**src/rtl/core/pcfu_pkg.sv**
```systemverilog
// Package for the palette color fade unit: mode codes, channel constants and
// the stage-advance struct shared by the top level and the channel lane.
// It depends on nothing else.
`default_nettype none

package pcfu_pkg;

   localparam int unsigned CHANNEL_WIDTH = 8;
   localparam int unsigned AMOUNT_WIDTH  = 9;
   localparam int unsigned PRODUCT_WIDTH = CHANNEL_WIDTH + AMOUNT_WIDTH;
   localparam int unsigned SQUARE_WIDTH  = 2 * CHANNEL_WIDTH;
   localparam int unsigned PACKED_WIDTH  = 5;
   localparam int unsigned INDEX_WIDTH   = 9;
   localparam int unsigned REQ_WIDTH     = 72;
   localparam int unsigned RSP_WIDTH     = 24;

   localparam logic [AMOUNT_WIDTH-1:0]  FULL_AMOUNT = 9'd256;
   localparam logic [CHANNEL_WIDTH-1:0] CHANNEL_MAX = 8'd255;

   typedef enum logic [2:0] {
      OP_PASS       = 3'd0,
      OP_BRIGHTNESS = 3'd1,
      OP_BLEND      = 3'd2,
      OP_FADE       = 3'd3,
      OP_TINT       = 3'd4,
      OP_MODULATE   = 3'd5
   } op_type;

   typedef struct packed {
      logic s1_load;
      logic s2_load;
   } adv_type;

endpackage

`default_nettype wire

```
**src/rtl/core/pcfu_lane.sv**
```systemverilog
// One color channel of the fade datapath: amount products, the second
// product for tint and modulate, and the exact division by 255.
// It depends on pcfu_pkg.
`default_nettype none

module pcfu_lane (
   input  wire                                     clock,
   input  pcfu_pkg::adv_type                       adv,
   input  pcfu_pkg::op_type                        op_in,
   input  wire  [pcfu_pkg::AMOUNT_WIDTH-1:0]       amount_in,
   input  wire  [pcfu_pkg::CHANNEL_WIDTH-1:0]      base_in,
   input  wire  [pcfu_pkg::CHANNEL_WIDTH-1:0]      fade_in,
   input  pcfu_pkg::op_type                        op_s1,
   input  pcfu_pkg::op_type                        op_s2,
   output logic [pcfu_pkg::PACKED_WIDTH-1:0]       channel_out
);

   logic [pcfu_pkg::CHANNEL_WIDTH-1:0]   scale_src;
   logic [pcfu_pkg::PRODUCT_WIDTH-1:0]   m1_in, m2_in, m1_ff, m2_ff;
   logic [pcfu_pkg::CHANNEL_WIDTH-1:0]   base_s1_ff, fade_s1_ff;
   logic [pcfu_pkg::PRODUCT_WIDTH-1:0]   mix_sum;
   logic [pcfu_pkg::CHANNEL_WIDTH-1:0]   t_val;
   logic [pcfu_pkg::SQUARE_WIDTH-1:0]    q_in, q_ff;
   logic [pcfu_pkg::SQUARE_WIDTH:0]      div_sum;
   logic [pcfu_pkg::CHANNEL_WIDTH-1:0]   value;

   always_comb begin
      case (op_in)
         pcfu_pkg::OP_FADE, pcfu_pkg::OP_MODULATE: scale_src = fade_in;
         pcfu_pkg::OP_TINT: scale_src = pcfu_pkg::CHANNEL_MAX - fade_in;
         default: scale_src = base_in;
      endcase
   end

   assign m1_in = {9'd0, scale_src} * {8'd0, amount_in};
   assign m2_in = (op_in == pcfu_pkg::OP_BLEND) ?
                  {9'd0, fade_in} * {8'd0, pcfu_pkg::FULL_AMOUNT - amount_in} :
                  '0;

   always_ff @(posedge clock) begin
      if (adv.s1_load) begin
         m1_ff      <= m1_in;
         m2_ff      <= m2_in;
         base_s1_ff <= base_in;
         fade_s1_ff <= fade_in;
      end
   end

   assign mix_sum = m1_ff + m2_ff;

   always_comb begin
      t_val = m1_ff[15:8];
      q_in  = {8'd0, mix_sum[15:8]};
      case (op_s1)
         pcfu_pkg::OP_BRIGHTNESS, pcfu_pkg::OP_BLEND, pcfu_pkg::OP_FADE: begin
            q_in = {8'd0, mix_sum[15:8]};
         end
         pcfu_pkg::OP_TINT: begin
            t_val = fade_s1_ff + m1_ff[15:8];
            q_in  = {8'd0, t_val} * {8'd0, base_s1_ff};
         end
         pcfu_pkg::OP_MODULATE: begin
            q_in = {8'd0, t_val} * {8'd0, base_s1_ff};
         end
         default: begin
            q_in = {8'd0, base_s1_ff};
         end
      endcase
   end

   always_ff @(posedge clock) begin
      if (adv.s2_load) begin
         q_ff <= q_in;
      end
   end

   // Exact q / 255 for q below 65535 as (q + q/256 + 1) / 256.
   assign div_sum = {1'b0, q_ff} + {9'd0, q_ff[15:8]} + 17'd1;
   assign value   = (op_s2 == pcfu_pkg::OP_TINT || op_s2 == pcfu_pkg::OP_MODULATE) ?
                    div_sum[15:8] : q_ff[7:0];
   assign channel_out = value[7:3];

endmodule

`default_nettype wire

```
**src/rtl/core/palette_color_fade_unit_core.sv**
```systemverilog
// Top level of the palette color fade unit: handshake, valid pipeline and
// output register around three channel lanes.
// It depends on pcfu_pkg and pcfu_lane.
//
//   Channel  Direction  Payload
//   req      in         mode, amount, base RGB888, fade RGB888, color index
//   rsp      out        packed RGB555 color, destination index
//
// An item passes three register stages (the lane products, the lane results
// before division and the output color register) before rsp carries it.
// One item is accepted per cycle while the result side keeps taking items.
// Reset clears the stage valid bits only; the data registers are not reset.
// Each stage moves when it is empty or the stage after it moves, so a stall
// fills the pipeline without losing or repeating an item.
`default_nettype none

module palette_color_fade_unit_core (
   input  wire         clock,
   input  wire         reset,
   input  wire         req_tvalid,
   output logic        req_tready,
   // opcode[2:0], amount[11:3], base_red[19:12], base_green[27:20],
   // base_blue[35:28], fade_red[43:36], fade_green[51:44], fade_blue[59:52],
   // color_index[68:60], zero fill [71:69]
   input  wire  [pcfu_pkg::REQ_WIDTH-1:0] req_tdata,
   output logic        rsp_tvalid,
   input  wire         rsp_tready,
   // packed_color[14:0], dest_index[23:15]
   output logic [pcfu_pkg::RSP_WIDTH-1:0] rsp_tdata
);

   logic v1_ff, v2_ff, v3_ff;
   logic rdy1, rdy2, rdy3;
   pcfu_pkg::adv_type adv;
   pcfu_pkg::op_type  op_in, op_s1_ff, op_s2_ff;
   logic [pcfu_pkg::AMOUNT_WIDTH-1:0] amount_sat;
   logic [pcfu_pkg::INDEX_WIDTH-1:0]  idx_s1_ff, idx_s2_ff, idx_s3_ff;
   logic [pcfu_pkg::PACKED_WIDTH-1:0] red5, green5, blue5;
   logic [14:0] color_ff;

   assign rdy3 = !v3_ff || rsp_tready;
   assign rdy2 = !v2_ff || rdy3;
   assign rdy1 = !v1_ff || rdy2;
   assign req_tready = rdy1;

   assign adv.s1_load = rdy1;
   assign adv.s2_load = rdy2;

   assign op_in      = pcfu_pkg::op_type'(req_tdata[2:0]);
   assign amount_sat = req_tdata[11] ? pcfu_pkg::FULL_AMOUNT : req_tdata[11:3];

   always_ff @(posedge clock) begin
      if (reset) begin
         v1_ff <= 1'b0;
         v2_ff <= 1'b0;
         v3_ff <= 1'b0;
      end else begin
         if (rdy1) v1_ff <= req_tvalid;
         if (rdy2) v2_ff <= v1_ff;
         if (rdy3) v3_ff <= v2_ff;
      end
   end

   always_ff @(posedge clock) begin
      if (rdy1) begin
         op_s1_ff  <= op_in;
         idx_s1_ff <= req_tdata[68:60];
      end
      if (rdy2) begin
         op_s2_ff  <= op_s1_ff;
         idx_s2_ff <= idx_s1_ff;
      end
      if (rdy3) begin
         color_ff  <= {blue5, green5, red5};
         idx_s3_ff <= idx_s2_ff;
      end
   end

   pcfu_lane u_red (
      .clock       (clock),
      .adv         (adv),
      .op_in       (op_in),
      .amount_in   (amount_sat),
      .base_in     (req_tdata[19:12]),
      .fade_in     (req_tdata[43:36]),
      .op_s1       (op_s1_ff),
      .op_s2       (op_s2_ff),
      .channel_out (red5)
   );

   pcfu_lane u_green (
      .clock       (clock),
      .adv         (adv),
      .op_in       (op_in),
      .amount_in   (amount_sat),
      .base_in     (req_tdata[27:20]),
      .fade_in     (req_tdata[51:44]),
      .op_s1       (op_s1_ff),
      .op_s2       (op_s2_ff),
      .channel_out (green5)
   );

   pcfu_lane u_blue (
      .clock       (clock),
      .adv         (adv),
      .op_in       (op_in),
      .amount_in   (amount_sat),
      .base_in     (req_tdata[35:28]),
      .fade_in     (req_tdata[59:52]),
      .op_s1       (op_s1_ff),
      .op_s2       (op_s2_ff),
      .channel_out (blue5)
   );

   assign rsp_tvalid = v3_ff;
   assign rsp_tdata  = {idx_s3_ff, color_ff};

   a_empty_ready: assert property (@(posedge clock) disable iff (reset)
      !v1_ff |-> req_tready)
      else $error("Input stalled while the first stage is empty.");

   a_accept_enters: assert property (@(posedge clock) disable iff (reset)
      req_tvalid && req_tready |=> v1_ff)
      else $error("Accepted item did not enter the first stage.");

   a_s1_moves: assert property (@(posedge clock) disable iff (reset)
      v1_ff && rdy2 |=> v2_ff)
      else $error("Item lost between the first and second stage.");

   a_drain: assert property (@(posedge clock) disable iff (reset)
      rsp_tvalid && rsp_tready && !v2_ff |=> !rsp_tvalid)
      else $error("Result repeated after it was taken.");

endmodule

`default_nettype wire
```
**config.mk**
```make
export PLATFORM = sky130hd
export DESIGN_NAME = palette_color_fade_unit_core
export DESIGN_NICKNAME = d
export VERILOG_FILES = /design/src/rtl/core/pcfu_pkg.sv /design/src/rtl/core/pcfu_lane.sv /design/src/rtl/core/palette_color_fade_unit_core.sv
export SDC_FILE = /design/constraint.sdc
export NUM_CORES = 2
export LEC_CHECK = 0
export BUFFER_PORTS_ARGS = -buffer_cell sky130_fd_sc_hd__buf_4
export CORE_ASPECT_RATIO = 1.5
export CORE_MARGIN = 3
export CORE_UTILIZATION = 45
export CTS_CLUSTER_DIAMETER = 150
export CTS_CLUSTER_SIZE = 40
export DETAILED_ROUTE_END_ITERATION = 12
export GPL_TIMING_DRIVEN = 0
export PLACE_DENSITY_LB_ADDON = 0.12
export SLEW_MARGIN = 20
export SYNTH_ARGS = -nofsm -noshare
export SYNTH_HDL_FRONTEND = slang
export SYNTH_SLANG_ARGS = --single-unit
export TNS_END_PERCENT = 50
```
**constraint.sdc**
```tcl
create_clock -name clock -period 11.5 [get_ports clock]
set_clock_uncertainty 0.05 [all_clocks]
set_input_delay 2.3 -clock clock [delete_from_list [all_inputs] [get_ports clock]]
set_output_delay 2.3 -clock clock [all_outputs]
set_load 0.005 [all_outputs]
```
# Word level (Yosys, flattened, before mapping)
# Index checks and enable logic that the tools add are counted.
# Widths: inputs -> output; s select.
[totals]
inputBits = 76
elab_cells = 82
regBits = 243
[op_classes]
mul = 12
reduce_logical = 9
muxes = 10
n_eq_ne = 11
add_sub_neg = 16
[op_table]
columns = ["op", "n"]
rows = [
  ["$pmux 16 s3", 3],
  ["$mul 8x8->16", 6],
  ["$mul 8x9->16", 6],
  ["$add 16x1->16 const B", 3],
  ["$add 16x16->16", 3],
  ["$add 16x8->16", 3],
  ["$pmux 8 s2", 3],
  ["$add 8x8->8", 3],
  ["$mux 8", 3],
  ["$sub 8x8->8 const A", 3],
  ["$eq 3x3->1 const B", 6],
  ["$eq 3x2->1 const B", 4],
  ["$mux 9", 1],
  ["$sub 9x9->9 const A", 1],
  ["$logic_or 1x1->1", 4],
  ["$eq 3x1->1 const B", 1],
  ["$logic_not 1->1", 3],
  ["$reduce_or 3->1", 1],
  ["$reduce_or 2->1", 1],
]

# Longest topological paths before layout
[logic_depth]
ltp_word = 4
depth_mapped = 24
ltp_nobuf = 22

# Cells and area by module
# From an unflattened synthesis, not the netlist that was laid out.
[hier_totals]
cells_unflattened = 4109
area_unflattened_um2 = 38629.5
[by_module_without_submodules]
columns = ["module", "instances", "area_each_um2", "cells_each"]
rows = [
  ["pcfu_lane at u_red", 1, 12474.5, 1360],
  ["pcfu_lane at u_green", 1, 12361.9, 1351],
  ["pcfu_lane at u_blue", 1, 12182.9, 1330],
  ["palette_color_fade_unit_core", 1, 1610.3, 68],
]

# Worst setup path after synthesis
# OpenSTA, ideal clock, no wires.
[synth_timing]
path_type = "input -> output"
from = "input rsp_tready"
to = "output req_tready"
arrival_time_ps = 5842
cell_stages = 3
n_path_buf = 0
slack_ps = 3308
required_time_ps = 9150
path_cell_list = "nor2b_1 > and2_1 > nand2_1"
[synth_between]
elab_chain_cells = 3
[synth_rtl]
columns = ["item", "line", "rtl"]
rows = [
  ["start, declared", "palette_color_fade_unit_core.sv:27", "input wire rsp_tready,"],
  ["$logic_or 1x1->1", "palette_color_fade_unit_core.sv:41", "assign rdy3 = !v3_ff || rsp_tready;"],
  ["$logic_or 1x1->1", "palette_color_fade_unit_core.sv:42", "assign rdy2 = !v2_ff || rdy3;"],
  ["$logic_or 1x1->1", "palette_color_fade_unit_core.sv:43", "assign rdy1 = !v1_ff || rdy2;"],
  ["end, declared", "palette_color_fade_unit_core.sv:21", "output logic req_tready,"],
]
# Every way passes these cells.

# Worst setup path after layout
[layout_timing]
from = "input req_tdata[3] in the netlist's numbering"
to = "register u_blue.m2_ff[14] in the netlist's numbering (data pin)"
[layout_between]
elab_chain_cells = 3
[layout_rtl]
columns = ["item", "line", "rtl"]
rows = [
  ["start, declared", "palette_color_fade_unit_core.sv:25", "input wire [pcfu_pkg::REQ_WIDTH-1:0] req_tdata,"],
  ["$mux 9", "palette_color_fade_unit_core.sv:50", "assign amount_sat = req_tdata[11] ? pcfu_pkg::FULL_AMOUNT : req_tdata[11:3];"],
  ["$sub 9x9->9", "pcfu_lane.sv:37", "{9'd0, fade_in} * {8'd0, pcfu_pkg::FULL_AMOUNT - amount_in} :"],
  ["$mul 8x9->16", "pcfu_lane.sv:37", ""],
  ["end signal, assigned", "pcfu_lane.sv:43", "m2_ff <= m2_in;"],
  ["end, declared", "pcfu_lane.sv:19", "logic [pcfu_pkg::PRODUCT_WIDTH-1:0] m1_in, m2_in, m1_ff, m2_ff;"],
]
# Every way passes these cells.
# A chain may end at the register's enable or synchronous reset.

==> impl_metrics.tcl <==
set metrics [dict create \
    gp_congestion 0.909 \
    gr-usage-met2_pct 44.8 \
    die_y_microns 360 \
    overflow 0 \
    grt_usage_pct 23.8 \
    fin_nets 5166 \
    rows 129 \
    cp_slowest_stage_delay_ps 970 \
    ys_seq_area_share_pct 19.3 \
    worst_pin_slew_ps 1180 \
    synth_area_leaders "fa_1 25%, edfxtp_1 19%, ha_1 17%, and2_1 7.0%, inv_1 6.6%" \
    syn_avg_cell_area_sq_um 9.38 \
    cts_tree "built" \
    grt.met3_usage_pct 1.42 \
    path_class "in -> reg" \
    nFillCells 7883 \
    dr.pass1.iters 5 \
    cts_hold_buf 0 \
    rsz0062_at_grt "no" \
    wl_mm 103 \
    synth_flop_cell "edfxtp_1" \
    clk_path_buf_depth 3 \
    cp-start-kind "input pin" \
    grt.busiest_layer "met2" \
    viasPerCell 5.33 \
    synth.distinct_cells 65 \
    cap_violations 0 \
    gr-usage-met1_pct 28.4 \
    port_buffers 98 \
    drive_above_1_share_pct 4.08 \
    setup_violations 0 \
    async_flop_share_pct 0 \
    synth_area_sq_um 37500 \
    ys_ff_latch 242 \
    yosysTopAreaCellShare_pct 24.8 \
    initial_core_util_pct 45.5 \
    grt_max_degree 60 \
    antenna_found_initial 3 \
    die_x_microns 242 \
    required_ps 11720 \
    hold_viol_final 0 \
    endpoint_kind "flip-flop" \
    crit_fanout 10 \
    post_cts_buffers 0 \
    core_area_sq_um 82500 \
    ctsResizeCount 0 \
    clk_pin_slew_worst_paths_ps 130 \
    clk_latency_ps 540 \
    grt_pass1_vias 29000 \
    vias 27900 \
    cts-root-buf "clkbuf_16" \
    max_freq_mhz 104 \
    synth_top_area_cell "fa_1" \
    critical-path-slowest-cell "xnor2_1" \
    syn_to_final_growth_pct 6.99 \
    numCtsBuffers 11 \
    drt_iter0_drc 1354 \
    ant_nets 0 \
    drv_slew 0 \
    setup-tns-final_ps 0 \
    die_area_sq_um 86900 \
    final.min_clock_period_ps 9660 \
    grt_pass1_wl_mm 162 \
    worstPathArrival_ps 9880 \
    io_pins 102 \
    cp_cell_sequence "buf_4 > nor2b_1 > clkbuf_1 > inv_1 > clkbuf_1 > ha_1 > nand3_1 > xnor2_1 > clkbuf_1 > nand2_1 > fa_1 > fa_1 > inv_1 > fa_1 > inv_1 > fa_1 > inv_1 > ha_1 > o21a_1 > nor2_1 > o31ai_1 > nor4_1 > o311ai_0 > o41ai_1" \
    hpwl_mm 87.9 \
    drc 0 \
    hold_class "reg -> reg" \
    relSlewSlack_pct 20.7 \
    synth_nets 5050 \
    cts.sinks 242 \
    synth_edf_count 239 \
    outcome "complete, no violations" \
    h-tree-depth 1 \
    yosys_warnings 0 \
    wl_per_cell_microns 19.7 \
    period_share_pct 84.0 \
    r2r_slack_ps 4890 \
    synth_cells 3998 \
]
final timing paths:
path / startpoint / end / cells past startpoint
max: req_tdata[3] / u_blue.m2_ff[14] / 24
min: idx_s2_ff[0] / idx_s3_ff[0] / 0
max reg2reg: u_green.m1_ff[9] / u_green.q_ff[15] / 21
min reg2reg: idx_s2_ff[0] / idx_s3_ff[0] / 0
kinds of logic after synthesis:
family                     count (synthesis)  synth area share (%)
adders and majority gates                976                  41.9
AOI/OAI and AO/OA                        546                  9.57
buffers and inverters                    792                  7.95
and+or+nand+nor                         1225                  16.2
xor gates and xnor gates                 200                  4.67
muxes                                     17                 0.467
DFF                                      242                  19.3
flip-flops by register name, indices dropped and copies added (netlist names), 8 cells and up:
register	cells
u_green.m1_ff	16
u_red.fade_s1_ff	8
u_green.base_s1_ff	8
u_green.q_ff	16
u_red.m1_ff	16
u_blue.base_s1_ff	8
u_green.fade_s1_ff	8
u_red.m2_ff	16
u_green.m2_ff	16
u_blue.q_ff	16
u_red.base_s1_ff	8
u_blue.fade_s1_ff	8
color_ff	15
u_blue.m2_ff	16
idx_s2_ff	9
idx_s1_ff	9
u_blue.m1_ff	16
idx_s3_ff	9
u_red.q_ff	16
per-layer routing:
layer	vias up	part of all wire, %
met5	-	0.013
met4	2	4.5
met3	159	3.6
met2	629	52
met1	13900	40
li1	13200	-
layout by cell type (no fill, tap or decap), types with 6 or more instances in the layout:
| cell | instances |
|---|---|
| a211o_1 | 9 |
| a211oi_1 | 50 |
| a21o_1 | 37 |
| a21oi_1 | 143 |
| a31o_2 | 14 |
| a31oi_1 | 37 |
| and2_1 | 417 |
| and3_1 | 14 |
| buf_1 | 7 |
| buf_2 | 8 |
| buf_4 | 99 |
| clkbuf_1 | 116 |
| clkbuf_16 | 11 |
| edfxtp_1 | 239 |
| fa_1 | 465 |
| ha_1 | 511 |
| inv_1 | 661 |
| mux2i_1 | 13 |
| nand2_1 | 431 |
| nand2b_1 | 36 |
| nand3_1 | 43 |
| nand4_1 | 9 |
| nor2_1 | 173 |
| nor2b_1 | 31 |
| nor3_1 | 34 |
| nor4_1 | 7 |
| o211ai_1 | 6 |
| o21a_1 | 33 |
| o21ai_0 | 94 |
| o21bai_1 | 18 |
| o22ai_1 | 39 |
| o31ai_1 | 7 |
| o41ai_1 | 10 |
| or2_2 | 6 |
| or3_1 | 12 |
| xnor2_1 | 131 |
| xor2_1 | 69 |
worst max-delay path, delay by kind of cell:
family                     cells  cell delay (ps)
AOI/OAI and AO/OA              4              970
adders and majority gates      6             2680
xor gates and xnor gates       1              970
and+or+nand+nor                5              640
buffers and inverters          8             2290
layout make-up:
class	instances	area, sq um	share of cell area, %
repair buffers	103	846	2.11
clock buffers	12	279	0.695
well taps	1113	1390	3.47
inverters	662	2490	6.20
flip-flops and latches	242	7240	18.0
diodes	1	2.50	0.00624
multi-input cells	2964	27300	68.0
clock inverters	4	86.3	0.215
plain buffers	130	498	1.24
cell usage after synthesis, drive strengths merged (14+ instances only):
cell type  count
o21bai        18
and2         417
xor2          69
o21a          33
o21ai         98
clkbuf       115
inv          662
nand3         43
fa           465
a211oi        50
nor2b         31
nand2        432
o22ai         39
xnor2        131
edfxtp       239
a21oi        143
nor3          35
a31oi         40
a31o          14
ha           511
and3          14
nor2         173
buf           15
nand2b        36
a21o          37
per-stage QoR:
step | instance area, sq um | std cells | hold WS [ps] | setup slack (ps) | utilization [%]
6_report | 40100 | 5231 | 378 | 1840 | 48.7
3_5_place_dp | 39800 | 5214 | 356 | 1290 | 48.2
3_3_place_gp | 39600 | 5209 | 353 | 830 | 48.1
2_1_floorplan | 37500 | 3998 | 350 | 3310 | -
5_1_grt | 40100 | 5230 | 396 | 1560 | 48.7
4_1_cts | 40100 | 5230 | 381 | 1860 | 48.7
Power is left out: the tool's default activity adds up to more than one toggle a clock period on the data nets, which glitch-free logic cannot reach.
